[config.mk]
export PLATFORM = sky130hd
export DESIGN_NAME = websocket_frame_deframer_top
export DESIGN_NICKNAME = d
export VERILOG_FILES = /design/src/hw/rtl/wsfd_pkg.sv /design/src/hw/rtl/wsfd_front.sv /design/src/hw/rtl/wsfd_queue.sv /design/src/hw/rtl/wsfd_back.sv /design/src/hw/rtl/websocket_frame_deframer_top.sv
export SDC_FILE = /design/constraint.sdc
export NUM_CORES = 1
export LEC_CHECK = 0
export ABC_AREA = 0
export ABC_CLOCK_PERIOD_IN_PS = 16850
export BUFFER_PORTS_ARGS = -buffer_cell sky130_fd_sc_hd__buf_2
export CAP_MARGIN = 10
export CORE_MARGIN = 2
export CORE_UTILIZATION = 42
export CTS_CLUSTER_SIZE = 28
export DETAILED_ROUTE_END_ITERATION = 12
export PLACE_DENSITY_LB_ADDON = 0.15
export SETUP_SLACK_MARGIN = 0.05
export SLEW_MARGIN = 20
export SYNTH_ARGS = -nofsm -noshare
export SYNTH_HDL_FRONTEND = slang
export SYNTH_SLANG_ARGS = --single-unit
export TNS_END_PERCENT = 1
[constraint.sdc]
create_clock -name clk_i -period 16.85 [get_ports clk_i]
set_input_delay 3.37 -clock clk_i [delete_from_list [all_inputs] [get_ports clk_i]]
set_output_delay 3.37 -clock clk_i [all_outputs]
set_load 0.02 [all_outputs]
[src/hw/rtl/wsfd_pkg.sv]
package wsfd_pkg;

  typedef enum logic [2:0] {
    PH_HDR0    = 3'd0,
    PH_HDR1    = 3'd1,
    PH_EXTLEN  = 3'd2,
    PH_KEY     = 3'd3,
    PH_PAYLOAD = 3'd4,
    PH_TRAILER = 3'd5,
    PH_SKIP    = 3'd6
  } phase_e;

  typedef enum logic [1:0] {
    KIND_PAYLOAD = 2'd0,
    KIND_DONE    = 2'd1,
    KIND_ERROR   = 2'd2
  } kind_e;

  typedef enum logic [1:0] {
    ERR_NONE       = 2'd0,
    ERR_SHORT_HDR  = 2'd1,
    ERR_SHORT_BODY = 2'd2,
    ERR_PING       = 2'd3
  } err_e;

  localparam logic [3:0] OP_CONT   = 4'd0;
  localparam logic [3:0] OP_TEXT   = 4'd1;
  localparam logic [3:0] OP_BINARY = 4'd2;
  localparam logic [3:0] OP_CLOSE  = 4'd8;
  localparam logic [3:0] OP_PING   = 4'd9;
  localparam logic [3:0] OP_PONG   = 4'd10;

  localparam logic [6:0] LEN_EXT16 = 7'd126;
  localparam logic [6:0] LEN_EXT64 = 7'd127;
  localparam logic [3:0] KEY_BYTES = 4'd4;

  localparam int unsigned TDATA_W = 96;

  // Up to two results caused by one received byte, with the frame fields they share.
  typedef struct packed {
    logic        two;
    kind_e       kind_a;
    logic [7:0]  byte_a;
    err_e        err_a;
    kind_e       kind_b;
    err_e        err_b;
    logic [3:0]  opcode;
    logic        fin;
    logic [15:0] close_code;
    logic [62:0] length;
  } entry_t;

endpackage

[src/hw/rtl/wsfd_front.sv]
module wsfd_front (
  input  logic              clk_i,
  input  logic              rst_ni,
  input  logic              in_valid_i,
  output logic              in_ready_o,
  input  logic [7:0]        data_byte_i,
  input  logic              buffer_end_i,
  output logic              push_o,
  output wsfd_pkg::entry_t  entry_o,
  input  logic              q_full_i
);

  wsfd_pkg::phase_e phase_q, phase_d;
  logic [3:0]  hc_q, hc_d;
  logic        fin_q, fin_d;
  logic [3:0]  opcode_q, opcode_d;
  logic        masked_q, masked_d;
  logic [6:0]  short_q, short_d;
  logic [63:0] flen_q, flen_d;
  logic [31:0] key_q, key_d;
  logic [63:0] rem_q, rem_d;
  logic [1:0]  kidx_q, kidx_d;
  logic [1:0]  ccnt_q, ccnt_d;
  logic [15:0] close_q, close_d;

  logic        accept;
  logic [3:0]  ext_hdr1;
  logic [3:0]  ext_cur;
  logic [3:0]  hc_inc;
  logic [7:0]  key_byte;
  logic [7:0]  unmasked;
  logic        rem_last;
  logic        emit;
  logic        hdr_done;

  logic           have_a, have_b;
  wsfd_pkg::kind_e kind_b;
  wsfd_pkg::err_e  err_b;

  assign in_ready_o = !q_full_i;
  assign accept     = in_valid_i && !q_full_i;

  assign ext_hdr1 = (data_byte_i[6:0] == wsfd_pkg::LEN_EXT16) ? 4'd2 :
                    (data_byte_i[6:0] == wsfd_pkg::LEN_EXT64) ? 4'd8 : 4'd0;
  assign ext_cur  = (short_q == wsfd_pkg::LEN_EXT16) ? 4'd2 :
                    (short_q == wsfd_pkg::LEN_EXT64) ? 4'd8 : 4'd0;
  assign hc_inc   = hc_q + 4'd1;
  assign rem_last = (rem_q == 64'd1);
  assign emit     = (opcode_q == wsfd_pkg::OP_CONT) || (opcode_q == wsfd_pkg::OP_TEXT) ||
                    (opcode_q == wsfd_pkg::OP_BINARY) || (opcode_q == wsfd_pkg::OP_CLOSE);

  always_comb begin
    case (kidx_q)
      2'd0:    key_byte = key_q[31:24];
      2'd1:    key_byte = key_q[23:16];
      2'd2:    key_byte = key_q[15:8];
      default: key_byte = key_q[7:0];
    endcase
  end

  assign unmasked = data_byte_i ^ key_byte;

  // Next state.
  always_comb begin
    phase_d  = phase_q;
    hc_d     = hc_q;
    fin_d    = fin_q;
    opcode_d = opcode_q;
    masked_d = masked_q;
    short_d  = short_q;
    flen_d   = flen_q;
    key_d    = key_q;
    rem_d    = rem_q;
    kidx_d   = kidx_q;
    ccnt_d   = ccnt_q;
    close_d  = close_q;
    hdr_done = 1'b0;
    if (accept) begin
      case (phase_q)
        wsfd_pkg::PH_HDR1: begin
          masked_d = data_byte_i[7];
          short_d  = data_byte_i[6:0];
          flen_d   = (data_byte_i[6:0] < wsfd_pkg::LEN_EXT16) ?
                     {57'd0, data_byte_i[6:0]} : 64'd0;
          hc_d     = 4'd0;
          if (buffer_end_i) begin
            phase_d = wsfd_pkg::PH_HDR0;
          end else if (ext_hdr1 != 4'd0) begin
            phase_d = wsfd_pkg::PH_EXTLEN;
          end else if (data_byte_i[7]) begin
            phase_d = wsfd_pkg::PH_KEY;
          end else begin
            hdr_done = 1'b1;
          end
        end
        wsfd_pkg::PH_EXTLEN: begin
          flen_d = {flen_q[55:0], data_byte_i};
          hc_d   = hc_inc;
          if (buffer_end_i) begin
            phase_d = wsfd_pkg::PH_HDR0;
          end else if (hc_inc >= ext_cur) begin
            hc_d = 4'd0;
            if (masked_q) begin
              phase_d = wsfd_pkg::PH_KEY;
            end else begin
              hdr_done = 1'b1;
            end
          end
        end
        wsfd_pkg::PH_KEY: begin
          key_d = {key_q[23:0], data_byte_i};
          hc_d  = hc_inc;
          if (buffer_end_i) begin
            phase_d = wsfd_pkg::PH_HDR0;
          end else if (hc_inc >= wsfd_pkg::KEY_BYTES) begin
            hdr_done = 1'b1;
          end
        end
        wsfd_pkg::PH_PAYLOAD: begin
          if (opcode_q == wsfd_pkg::OP_CLOSE) begin
            if (ccnt_q == 2'd0) begin
              close_d = {unmasked, 8'd0};
            end else if (ccnt_q == 2'd1) begin
              close_d = {close_q[15:8], unmasked};
            end
          end
          kidx_d = kidx_q + 2'd1;
          ccnt_d = (ccnt_q == 2'd2) ? 2'd2 : ccnt_q + 2'd1;
          rem_d  = rem_q - 64'd1;
          if (rem_last) begin
            phase_d = buffer_end_i ? wsfd_pkg::PH_HDR0 : wsfd_pkg::PH_SKIP;
          end else if (buffer_end_i) begin
            phase_d = wsfd_pkg::PH_HDR0;
          end
        end
        wsfd_pkg::PH_TRAILER: begin
          phase_d = buffer_end_i ? wsfd_pkg::PH_HDR0 : wsfd_pkg::PH_SKIP;
        end
        wsfd_pkg::PH_SKIP: begin
          if (buffer_end_i) begin
            phase_d = wsfd_pkg::PH_HDR0;
          end
        end
        default: begin
          fin_d    = data_byte_i[7];
          opcode_d = data_byte_i[3:0];
          masked_d = 1'b0;
          short_d  = 7'd0;
          flen_d   = 64'd0;
          key_d    = 32'd0;
          kidx_d   = 2'd0;
          ccnt_d   = 2'd0;
          close_d  = 16'd0;
          hc_d     = 4'd0;
          if (buffer_end_i) begin
            phase_d = wsfd_pkg::PH_HDR0;
          end else if (data_byte_i[3:0] == wsfd_pkg::OP_PONG) begin
            phase_d = wsfd_pkg::PH_SKIP;
          end else begin
            phase_d = wsfd_pkg::PH_HDR1;
          end
        end
      endcase
      if (hdr_done) begin
        hc_d    = 4'd0;
        kidx_d  = 2'd0;
        ccnt_d  = 2'd0;
        rem_d   = flen_d;
        phase_d = (flen_d == 64'd0) ? wsfd_pkg::PH_TRAILER : wsfd_pkg::PH_PAYLOAD;
      end
    end
  end

  // Results of the accepted byte.
  always_comb begin
    have_a = 1'b0;
    have_b = 1'b0;
    kind_b = wsfd_pkg::KIND_ERROR;
    err_b  = wsfd_pkg::ERR_NONE;
    case (phase_q)
      wsfd_pkg::PH_PAYLOAD: begin
        have_a = emit;
        if (rem_last) begin
          if (emit) begin
            have_b = 1'b1;
            kind_b = wsfd_pkg::KIND_DONE;
          end else if (opcode_q == wsfd_pkg::OP_PING) begin
            have_b = 1'b1;
            err_b  = wsfd_pkg::ERR_PING;
          end
        end else if (buffer_end_i) begin
          have_b = 1'b1;
          err_b  = wsfd_pkg::ERR_SHORT_BODY;
        end
      end
      wsfd_pkg::PH_TRAILER: begin
        if (emit) begin
          have_b = 1'b1;
          kind_b = wsfd_pkg::KIND_DONE;
        end else if (opcode_q == wsfd_pkg::OP_PING) begin
          have_b = 1'b1;
          err_b  = wsfd_pkg::ERR_PING;
        end
      end
      wsfd_pkg::PH_SKIP: begin
        have_b = 1'b0;
      end
      default: begin
        if (buffer_end_i) begin
          have_b = 1'b1;
          err_b  = wsfd_pkg::ERR_SHORT_HDR;
        end
      end
    endcase
  end

  always_comb begin
    entry_o.two        = have_a && have_b;
    entry_o.kind_a     = have_a ? wsfd_pkg::KIND_PAYLOAD : kind_b;
    entry_o.byte_a     = have_a ? unmasked : 8'd0;
    entry_o.err_a      = have_a ? wsfd_pkg::ERR_NONE : err_b;
    entry_o.kind_b     = kind_b;
    entry_o.err_b      = err_b;
    entry_o.opcode     = opcode_d;
    entry_o.fin        = fin_d;
    entry_o.close_code = (opcode_d == wsfd_pkg::OP_CLOSE) ? close_d : 16'd0;
    entry_o.length     = flen_d[62:0];
  end

  assign push_o = accept && (have_a || have_b);

  always_ff @(posedge clk_i or negedge rst_ni) begin
    if (!rst_ni) begin
      phase_q  <= wsfd_pkg::PH_HDR0;
      hc_q     <= 4'd0;
      fin_q    <= 1'b0;
      opcode_q <= 4'd0;
      masked_q <= 1'b0;
      short_q  <= 7'd0;
      flen_q   <= 64'd0;
      key_q    <= 32'd0;
      rem_q    <= 64'd0;
      kidx_q   <= 2'd0;
      ccnt_q   <= 2'd0;
      close_q  <= 16'd0;
    end else begin
      phase_q  <= phase_d;
      hc_q     <= hc_d;
      fin_q    <= fin_d;
      opcode_q <= opcode_d;
      masked_q <= masked_d;
      short_q  <= short_d;
      flen_q   <= flen_d;
      key_q    <= key_d;
      rem_q    <= rem_d;
      kidx_q   <= kidx_d;
      ccnt_q   <= ccnt_d;
      close_q  <= close_d;
    end
  end

endmodule

[src/hw/rtl/wsfd_queue.sv]
module wsfd_queue (
  input  logic              clk_i,
  input  logic              rst_ni,
  input  logic              push_i,
  input  wsfd_pkg::entry_t  wr_data_i,
  output logic              full_o,
  input  logic              pop_i,
  output logic              valid_o,
  output wsfd_pkg::entry_t  rd_data_o
);

  wsfd_pkg::entry_t slot_q [2];
  logic       wr_ptr_q, wr_ptr_d;
  logic       rd_ptr_q, rd_ptr_d;
  logic [1:0] count_q, count_d;
  logic       do_push, do_pop;

  assign full_o    = (count_q == 2'd2);
  assign valid_o   = (count_q != 2'd0);
  assign rd_data_o = slot_q[rd_ptr_q];
  assign do_push   = push_i && !full_o;
  assign do_pop    = pop_i && valid_o;

  always_comb begin
    wr_ptr_d = do_push ? !wr_ptr_q : wr_ptr_q;
    rd_ptr_d = do_pop ? !rd_ptr_q : rd_ptr_q;
    count_d  = count_q;
    if (do_push && !do_pop) begin
      count_d = count_q + 2'd1;
    end else if (do_pop && !do_push) begin
      count_d = count_q - 2'd1;
    end
  end

  always_ff @(posedge clk_i) begin
    if (do_push) begin
      slot_q[wr_ptr_q] <= wr_data_i;
    end
  end

  always_ff @(posedge clk_i or negedge rst_ni) begin
    if (!rst_ni) begin
      wr_ptr_q <= 1'b0;
      rd_ptr_q <= 1'b0;
      count_q  <= 2'd0;
    end else begin
      wr_ptr_q <= wr_ptr_d;
      rd_ptr_q <= rd_ptr_d;
      count_q  <= count_d;
    end
  end

endmodule

[src/hw/rtl/wsfd_back.sv]
module wsfd_back (
  input  logic                            clk_i,
  input  logic                            rst_ni,
  input  logic                            q_valid_i,
  input  wsfd_pkg::entry_t                q_data_i,
  output logic                            pop_o,
  output logic                            m_tvalid_o,
  input  logic                            m_tready_i,
  output logic [wsfd_pkg::TDATA_W-1:0]    m_tdata_o,
  output logic [1:0]                      m_tuser_o,
  output logic                            m_tlast_o
);

  wsfd_pkg::entry_t cur_q, cur_d;
  logic valid_q, valid_d;
  logic sel_q, sel_d;
  logic accept, done_entry, load;
  logic [7:0]      out_byte;
  wsfd_pkg::kind_e out_kind;
  wsfd_pkg::err_e  out_err;

  assign accept     = valid_q && m_tready_i;
  assign done_entry = accept && (sel_q || !cur_q.two);
  assign load       = (!valid_q || done_entry) && q_valid_i;
  assign pop_o      = load;

  always_comb begin
    cur_d   = cur_q;
    valid_d = valid_q;
    sel_d   = sel_q;
    if (load) begin
      cur_d   = q_data_i;
      valid_d = 1'b1;
      sel_d   = 1'b0;
    end else if (done_entry) begin
      valid_d = 1'b0;
    end else if (accept) begin
      sel_d = 1'b1;
    end
  end

  assign out_kind = sel_q ? cur_q.kind_b : cur_q.kind_a;
  assign out_err  = sel_q ? cur_q.err_b : cur_q.err_a;
  assign out_byte = sel_q ? 8'd0 : cur_q.byte_a;

  assign m_tvalid_o = valid_q;
  assign m_tuser_o  = out_kind;
  assign m_tlast_o  = sel_q || !cur_q.two;
  assign m_tdata_o  = {2'b00, out_err, cur_q.length, cur_q.close_code, cur_q.fin,
                       cur_q.opcode, out_byte};

  always_ff @(posedge clk_i) begin
    cur_q <= cur_d;
  end

  always_ff @(posedge clk_i or negedge rst_ni) begin
    if (!rst_ni) begin
      valid_q <= 1'b0;
      sel_q   <= 1'b0;
    end else begin
      valid_q <= valid_d;
      sel_q   <= sel_d;
    end
  end

endmodule

[src/hw/rtl/websocket_frame_deframer_top.sv]
// Channel   Direction  tdata                                  tuser        tlast
// s_axis    in         [7:0] data_byte                        -            buffer_end
// m_axis    out        [7:0] payload_byte, [11:8] frame_opcode, [1:0]        last
//                      [12] final_flag, [28:13] close_code,   result_kind
//                      [91:29] payload_length, [93:92] error_code
//
// One received byte is taken per cycle while the queue is not full; its first result is written
// into the queue and then into the output register, which shows it on m_axis.
// A byte that causes two results (a payload byte with completion or error) holds the output port
// for both, so the output port, at one result per cycle unless stalled, sets the sustained rate.
// A two-entry queue between the parser and the output stage lets either side stall alone.
// Reset puts the parser at the start of a frame header with an empty queue and no result shown.
module websocket_frame_deframer_top (
  input  logic                          clk_i,
  input  logic                          rst_ni,
  input  logic                          s_axis_tvalid_i,
  output logic                          s_axis_tready_o,
  input  logic [7:0]                    s_axis_tdata_i,  // data_byte
  input  logic                          s_axis_tlast_i,
  output logic                          m_axis_tvalid_o,
  input  logic                          m_axis_tready_i,
  // payload_byte, frame_opcode, final_flag, close_code, payload_length, error_code, zero pad
  output logic [wsfd_pkg::TDATA_W-1:0]  m_axis_tdata_o,
  output logic [1:0]                    m_axis_tuser_o,  // result_kind
  output logic                          m_axis_tlast_o
);

  wsfd_pkg::entry_t push_entry, pop_entry;
  logic q_push, q_full, q_pop, q_valid;

  wsfd_front u_front (
    .clk_i        (clk_i),
    .rst_ni       (rst_ni),
    .in_valid_i   (s_axis_tvalid_i),
    .in_ready_o   (s_axis_tready_o),
    .data_byte_i  (s_axis_tdata_i),
    .buffer_end_i (s_axis_tlast_i),
    .push_o       (q_push),
    .entry_o      (push_entry),
    .q_full_i     (q_full)
  );

  wsfd_queue u_queue (
    .clk_i     (clk_i),
    .rst_ni    (rst_ni),
    .push_i    (q_push),
    .wr_data_i (push_entry),
    .full_o    (q_full),
    .pop_i     (q_pop),
    .valid_o   (q_valid),
    .rd_data_o (pop_entry)
  );

  wsfd_back u_back (
    .clk_i      (clk_i),
    .rst_ni     (rst_ni),
    .q_valid_i  (q_valid),
    .q_data_i   (pop_entry),
    .pop_o      (q_pop),
    .m_tvalid_o (m_axis_tvalid_o),
    .m_tready_i (m_axis_tready_i),
    .m_tdata_o  (m_axis_tdata_o),
    .m_tuser_o  (m_axis_tuser_o),
    .m_tlast_o  (m_axis_tlast_o)
  );

  // The parser never writes into a full queue.
  assert property (@(posedge clk_i) disable iff (!rst_ni) q_push |-> !q_full)
    else $error("queue written while full");

  // A payload byte result carries no error code.
  assert property (@(posedge clk_i) disable iff (!rst_ni)
    (m_axis_tvalid_o && (m_axis_tuser_o == wsfd_pkg::KIND_PAYLOAD))
      |-> (m_axis_tdata_o[93:92] == wsfd_pkg::ERR_NONE))
    else $error("payload result with error code");

  // An error or completion is always the last result of its byte.
  assert property (@(posedge clk_i) disable iff (!rst_ni)
    (m_axis_tvalid_o && (m_axis_tuser_o != wsfd_pkg::KIND_PAYLOAD)) |-> m_axis_tlast_o)
    else $error("error or completion result not marked last");

endmodule

==> flow_summary.toml, run 1 <==
[synth]
ys_types = 69
synth-seq-cells = 509
yosysWarnings = 0
avgSynthCellArea_um2 = 12.2
async_reset_ff_frac = 0.405
syn_inst = 1907
synth_edf_count = 303
syn_area_um2 = 23300
ys_seq_area_frac = 0.612
synth_ff_type = "edfxtp_1"

[setup_path]
worstPathArrival_ps = 6550
critPathCaptureType = "flip-flop"
crit_path_max_fanout = 30
crit_path_start_kind = "input pin"
slowest_stage = "nand2_1"
rrSetupSlack_ps = 12050
cp_common_cell = "buf_4"
r2r_start = "u_front.rem_q[15]$_DFFE_PN0P_"
path_class = "input pin to flip-flop"
cp.required_ps = 17380
worstReg2RegEnd = "u_queue.slot_q[0][12]$_DFFE_PP_"
r2r_cells = 8
path_cells = "buf_2 -> or4b_2 -> nor2_1 -> o21ai_1 -> buf_4 -> nand2_1 -> buf_4 -> mux2_2 -> o21ai_0"
max_stage_delay_ps = 810

[sta]
tns_ps = 0
worst_slew_pin_slew_ps = 1070
setup-violations-final = 0
slew_viol_final = 0
max_slew_margin = 0.279
hold_viol_final = 0
fin_crit_ps = 6020
fmax_ghz = 0.166
period_share = 0.357
rsz0062_at_grt = "false"
clock_skew_ps = 18.6

[detailed_routing]
vias = 15300
vias_per_cell = 5.67
drc = 0
drt-total-wl_mm = 58.4
first_iter_violations = 1319
firstDrtPassIters = 5
ant_nets = 0
wl_per_cell_um = 21.7

[final_layout]
drive_above_1_share = 0.219
nets = 1926
syn_to_final_growth_pct = 11.0
final_cell_mix = "303 x edfxtp_1, 207 x nand2_1, 204 x dfrtp_1, 168 x mux2_2, 144 x o21ai_0"
mostFrequentLayoutCell = "edfxtp_1"
antennaDiodeCount = 0
utilization = 0.470

[clocking]
clk_path_buf_depth = 3
holdBufCountCts = 0
cts_resized = 0
clk_latency_ps = 610
clkSlewWorstSetupHoldPaths_ps = 60
cts_tree = "yes"
cts_post_setup_buffers_inserted = 0
cts_made_buffers = 54
root_buffer = "clkbuf_16"
cts.sinks = 509
htreeDepth = 2

[power_and_ir_drop]
p_leak_nw = 9.54
power.density_nw_per_um2 = 175
power_mw = 4.52
ir_drop_mv = 0.0930

[placed_design]
io_buffers = 111
hpwl_mm = 38.4
place.gp.congestion = 0.867

[global_routing]
grt_pass1_wl_mm = 89.6
grt_overflow = 0
grt_usage = 0.204
antenna_found_initial = 0
grt_max_degree = 98
first_global_vias = 14800

[floorplan]
chipHeight_um = 239
die_x_um = 239
start_util = 0.423
ioPinCount = 114
placement_rows = 86
coreArea_um2 = 55000
dieArea_um2 = 57300

[min_path]
hp-start = "u_front.close_q[0]$_DFF_PN0_"
hold_end = "u_front.close_q[0]$_DFF_PN0_"
min_path_cells = 2
hp-class = "flip-flop to flip-flop"

[run]
drv_cap = 0

[outcome]
status = "finished, final reports clean"
==> worst max-delay path by stage <==
stage,from,to,slack [ps],depth (start not counted)
CTS,s_axis_tvalid_i,u_queue.slot_q[0][12]$_DFFE_PP_,10850,6
global placement,s_axis_tvalid_i,u_queue.slot_q[0][12]$_DFFE_PP_,9870,5
detailed placement,s_axis_tvalid_i,u_queue.slot_q[0][11]$_DFFE_PP_,10210,6
global route,s_axis_tvalid_i,u_queue.slot_q[0][12]$_DFFE_PP_,10580,6
finish,s_axis_tlast_i,u_front.rem_q[1]$_DFFE_PN0P_,10830,9
floorplan,s_axis_tlast_i,u_queue.slot_q[0][0]$_DFFE_PP_,7590,5
==> cell usage after synthesis, drive strengths merged (15+ instances only) <==
| library cell | number | area, um2 |
|---|---|---|
| or4 | 15 | 128 |
| edfxtp | 303 | 9100 |
| clkbuf | 103 | 388 |
| mux2i | 20 | 200 |
| nand4 | 31 | 194 |
| o21ai | 146 | 731 |
| a22oi | 67 | 503 |
| nor2b | 24 | 150 |
| a22o | 18 | 158 |
| mux2 | 168 | 1890 |
| a21oi | 68 | 340 |
| o2bb2ai | 24 | 210 |
| buf | 99 | 703 |
| inv | 32 | 120 |
| nand2 | 208 | 781 |
| o22a | 18 | 158 |
| nor4 | 22 | 150 |
| nor2 | 57 | 214 |
| nand3 | 31 | 155 |
| or3 | 18 | 113 |
| nor3 | 43 | 225 |
| dfrtp | 206 | 5150 |
==> layer usage <==
layer  routed length, um  GRT usage
met1               27600      0.303
met2               25500      0.300
met3                3730     0.0411
met4                1510     0.0614
met5                   0          0
==> state kept, by name, summed over array words and instances, names as in the netlist, 3 cells and up <==
register and cells:
u_front.short_q 7, u_queue.slot_q 202, u_front.phase_q 3, u_front.rem_q 64
u_back.m_tdata_o 84, u_front.flen_q 64, u_back.cur_q 17, u_front.hc_q 4
u_front.key_q 32, u_front.close_q 16, u_front.opcode_q 4
==> cells by family (layout without fill, tap and decap cells) <==
group | count (synthesis) | in the layout | synth area share
simple gates | 502 | 502 | 0.107
other cells | 1 | 2 | 0.000161
mux | 188 | 188 | 0.0899
flops | 509 | 509 | 0.612
xor+xnor | 15 | 15 | 0.00564
fa+ha+maj | 14 | 14 | 0.00742
compound gates | 444 | 444 | 0.126
buf+inv | 234 | 272 | 0.0520
==> worst max-delay path, delay by kind of cell <==
kind	cells	cell delay, ps
AO/OA/AOI/OAI	2	220
multiplexers	1	380
buffers and inverters	3	920
AND/OR/NAND/NOR	3	1660
==> per-stage QoR <==
step	setup WS, ps	std cells	hold WS, ps	area (um2)
final	10830	2694	475	25800
after global routing	10580	2694	500	25800
after CTS	10850	2694	477	25800
after detailed placement	10210	2592	461	24000
after global placement	9870	2591	451	24000
after floorplan	7590	1908	440	23300
==> cell type report <==
class / count / area (um2)
inverter: 32 / 123
tap: 748 / 936
multi-input combinational: 1165 / 7890
clock buffer: 74 / 1470
timing repair buffer: 138 / 779
fill: 4841 / 29200
sequential: 509 / 14300
clock inverter: 28 / 375
==> where the power goes <==
part / switching [mW] / internal [mW]
clock: 0.500 / 0.725
sequential: 0.217 / 1.75
combinational: 0.878 / 0.454
total: 1.60 / 2.92
Note: power is estimated with default switching activity, not from simulation.
==> run 2, diff against run 1 <==
Settings changed: ABC_CLOCK_PERIOD_IN_PS 16850 to 4990.
Clock period 16.85 ns to 4.99 ns, I/O delays scaled along.
==> flow_summary.toml, run 2 (synthesis results as in run 1) <==
[sta]
setup-violations-final = 0
rsz0062_at_grt = "false"
fin_crit_ps = 3820
fmax_ghz = 0.262
clock_skew_ps = 29.7
whs_ps = 463
worst_slew_pin_slew_ps = 1060
max_slew_margin = 0.293
slew_viol_final = 0
hold_viol_final = 0
period_share = 0.766

[floorplan]
placement_rows = 86
chipHeight_um = 239
coreArea_um2 = 55000
start_util = 0.423
die_x_um = 239
ioPinCount = 114
dieArea_um2 = 57300

[final_layout]
largest_register_ffs = 202
mostFrequentLayoutCell = "edfxtp_1"
largest_register = "u_queue.slot_q"
utilization = 0.474
fillCellCount = 4848
antennaDiodeCount = 0
final_cell_mix = "303 x edfxtp_1, 207 x nand2_1, 204 x dfrtp_1, 168 x mux2_2, 144 x o21ai_0"
multiInputGateArea_um2 = 7890
final-seq-area_um2 = 14300
nets = 1944
drive_above_1_share = 0.228
syn_to_final_growth_pct = 12.1

[outcome]
status = "finished, final reports clean"

[clocking]
clk_path_buf_depth = 3
cts_resized = 0
clk_latency_ps = 620
htreeDepth = 2
clkSlewWorstSetupHoldPaths_ps = 60
root_buffer = "clkbuf_16"
cts_tree = "yes"
cts_made_buffers = 52
cts.sinks = 509
cts_post_setup_buffers_inserted = 0
holdBufCountCts = 0

[detailed_routing]
ant_nets = 0
route.top_layer_used = "met4"
met3_length_mm = 3.43
drc = 0
vias_per_cell = 5.63
firstDrtPassIters = 6
vias = 15300
wl_met2_mm = 25.7
met1_length_mm = 28.1
first_iter_violations = 1426
drt-total-wl_mm = 58.7
wl_per_cell_um = 21.7

[run]
drv_cap = 0

[placed_design]
place.gp.congestion = 0.879
io_buffers = 111
hpwl_mm = 39.8

[global_routing]
grt_max_degree = 92
grt_pass1_wl_mm = 89.9
first_global_vias = 14600
antenna_found_initial = 0
grt_overflow = 0
grt_usage = 0.205

[setup_path]
path_class = "flip-flop to flip-flop"
crit_path_start_kind = "flip-flop"
cp.required_ps = 5270
crit_path_max_fanout = 36
worstPathArrival_ps = 4100
critPathCaptureType = "flip-flop"
rrSetupSlack_ps = 1170

[power_and_ir_drop]
p_leak_nw = 9.66
ir_drop_mv = 0.290
power.density_nw_per_um2 = 594

[min_path]
hp-class = "input pin to asynchronous set/reset pin"
==> run 2: per-stage QoR <==
stage	std cells	cell area, um2	TNS [ps]	power, mW	setup WS [ps]
final	2710	26100	0	15.5	1170
after global routing	2710	26100	0	16.2	887
after CTS	2710	26100	0	15.6	1130
after detailed placement	2612	24200	0	11.3	1140
after global placement	2611	24200	0	11.2	1210
after floorplan	1908	23300	-17790	10.0	-176
==> run 2: worst max-delay path: stages (launching register included) <==
cell and delay (ps):
dfrtp_1 450, or3_1 430, or4_4 610, nor3_2 500
nand3_1 200, a31oi_1 400, and2_4 570, buf_12 290
==> run 2: worst paths after layout <==
kind                                               startpoint                         endpoint  cells past startpoint
worst max-delay path            u_front.rem_q[26]$_DFFE_PN0P_  u_queue.slot_q[1][17]$_DFFE_PP_                      7
worst min-delay path                                   rst_ni    u_front.key_q[23]$_DFFE_PN0P_                      1
worst max register to register  u_front.rem_q[26]$_DFFE_PN0P_  u_queue.slot_q[1][17]$_DFFE_PP_                      7
worst min register to register   u_front.close_q[4]$_DFF_PN0_     u_front.close_q[4]$_DFF_PN0_                      2
max in group asynchronous                              rst_ni     u_front.flen_q[42]$_DFF_PN0_                      2
min in group clk_i               u_front.close_q[4]$_DFF_PN0_     u_front.close_q[4]$_DFF_PN0_                      2
==> run 2: layout make-up <==
cell class / instances / share of cell area
Sequential cell: 509 / 0.547
Tap cell: 748 / 0.0359
Multi-Input combinational cell: 1165 / 0.302
Timing Repair Buffer: 158 / 0.0376
Clock inverter: 37 / 0.0204
Clock buffer: 61 / 0.0523
Inverter: 32 / 0.00470
==> run 2: layer usage <==
layer	vias to the layer above	global-route usage
li1	7089	-
met1	7656	0.307
met2	442	0.303
met3	83	0.0365
met4	0	0.0610
met5	-	0
==> run 2: report_power, final <==
part           switching (mW)  internal (mW)  leakage [nW]  total (mW)
Sequential              0.725           5.88          5.59        6.61
Combinational            2.99           1.62          3.16        4.61
Clock                    1.68           2.59         0.910        4.28
==> run 3, diff against run 2 <==
Settings changed: ABC_CLOCK_PERIOD_IN_PS 4990 to 3500.
Clock period 4.99 ns to 3.5 ns, I/O delays scaled along.
==> flow_summary.toml, run 3 (synthesis results as in run 1) <==
[floorplan]
ioPinCount = 114
start_util = 0.423
chipHeight_um = 239
dieArea_um2 = 57300
coreArea_um2 = 55000
die_x_um = 239
placement_rows = 86

[placed_design]
io_buffers = 111
place_area_um2 = 24900
dp_slack_ps = -282
post-place-cells = 2690
hpwl_mm = 41.8
place.gp.congestion = 0.869

[clocking]
cts_made_buffers = 52
cts.sinks = 509
holdBufCountCts = 0
clk_latency_ps = 600
clk_path_buf_depth = 3
clkSlewWorstSetupHoldPaths_ps = 60
cts_tree = "yes"
htreeDepth = 2
root_buffer = "clkbuf_16"

[power_and_ir_drop]
internal_power_mw = 14.6
power_mw = 22.5
p_sw_frac = 0.351
power.net_switching_mw = 7.89
power_frac_seq = 0.413
comb_power_share = 0.328
power.density_nw_per_um2 = 836
clkPwrFrac = 0.259
p_leak_nw = 10.2
ir_drop_mv = 0.460

[setup_path]
r2r_cells = 9
crit_path_max_fanout = 36
critPathCaptureType = "flip-flop"
path_class = "flip-flop to flip-flop"
crit_path_start_kind = "flip-flop"
cp.required_ps = 3780
worstPathArrival_ps = 3580

[final_layout]
drive_above_1_share = 0.268
utilization = 0.489
largest_register = "u_queue.slot_q"
mostFrequentLayoutCell = "edfxtp_1"
syn_to_final_growth_pct = 15.5
final-seq-area_um2 = 14300
fin_cells = 2801
largest_register_ffs = 202
multiInputGateArea_um2 = 7950
final_cell_mix = "303 x edfxtp_1, 207 x nand2_1, 204 x dfrtp_1, 168 x mux2_2, 144 x o21ai_0"
antennaDiodeCount = 0
nets = 2036
fillCellCount = 4827
fin_area_um2 = 26900

[detailed_routing]
met1_length_mm = 29.8
ant_nets = 0
first_iter_violations = 1293
drc = 0
firstDrtPassIters = 10
route.top_layer_used = "met4"
vias = 15500
wl_met2_mm = 26.3
met3_length_mm = 3.14
vias_per_cell = 5.53
drt-total-wl_mm = 61.2
wl_per_cell_um = 21.8

[sta]
fin_crit_ps = 3300
whs_ps = 121
period_share = 0.944
slew_viol_final = 0
worst_slew_pin_slew_ps = 956
clock_skew_ps = 22.1
max_slew_margin = 0.362
fmax_ghz = 0.303
layout_setup_ws_ps = 196
tns_ps = 0
hold_viol_final = 0
setup-violations-final = 0
rsz0062_at_grt = "false"

[global_routing]
first_global_vias = 15100
antenna_found_initial = 0
grt_max_degree = 77
grt_overflow = 0
grt_pass1_wl_mm = 93.4
grt_usage = 0.214

[run]
drv_cap = 0

[outcome]
status = "finished, final reports clean"

[min_path]
hp-class = "input pin to asynchronous set/reset pin"
run 3: routing by layer:
metal,track usage,vias up
met5,0,-
met1,0.325,7701
met3,0.0335,97
met4,0.0705,0
li1,-,7277
met2,0.311,421
run 3: worst paths after layout:
| check | end | start | slack [ps] |
|---|---|---|---|
| worst max-delay path | u_queue.slot_q[1][86]$_DFFE_PP_ | u_front.rem_q[58]$_DFFE_PN0P_ | 200 |
| worst min-delay path | u_front.key_q[22]$_DFFE_PN0P_ | rst_ni | 120 |
| worst max register to register | u_queue.slot_q[1][86]$_DFFE_PP_ | u_front.rem_q[58]$_DFFE_PN0P_ | 200 |
| worst min register to register | u_front.close_q[5]$_DFF_PN0_ | u_front.close_q[5]$_DFF_PN0_ | 470 |
| max in group asynchronous | u_front.flen_q[21]$_DFF_PN0_ | rst_ni | 2560 |
| min in group clk_i | u_back.sel_q$_DFFE_PN0P_ | m_axis_tready_i | 390 |
run 3: power groups by stage:
stage | clock network, mW | registers [mW] | logic, mW
2_1_floorplan | 0 | 9.09 | 5.18
3_3_place_gp | 0 | 9.35 | 7.19
3_5_place_dp | 0 | 9.40 | 7.24
4_1_cts | 5.97 | 9.29 | 7.36
5_1_grt | 6.20 | 9.47 | 7.95
6_report | 5.83 | 9.29 | 7.37
run 3: area by class of cell:
| class | instances | area share |
|---|---|---|
| Inverter | 32 | 0.00456 |
| Tap cell | 748 | 0.0348 |
| Sequential cell | 509 | 0.530 |
| Clock inverter | 37 | 0.0150 |
| Clock buffer | 60 | 0.0525 |
| Timing Repair Buffer | 249 | 0.0671 |
| Multi-Input combinational cell | 1166 | 0.296 |
run 3: worst max-delay path, cell delays in order (launching register included):
cell     delay (ps)
dfrtp_1         370
or4_1           560
or4_4           470
nor4_2          240
buf_4           170
nand3_2         120
a31oi_4         310
buf_6           150
and2_4          290
buf_12          270
run 3: what timing repair did:
item	4_1_cts	5_1_grt
setup buffers	3	10
cloned	1	0
endpoints found under the setup margin	117	82
gates resized for setup	6	0
pin swaps	3	2
hold endpoints to repair	0	0
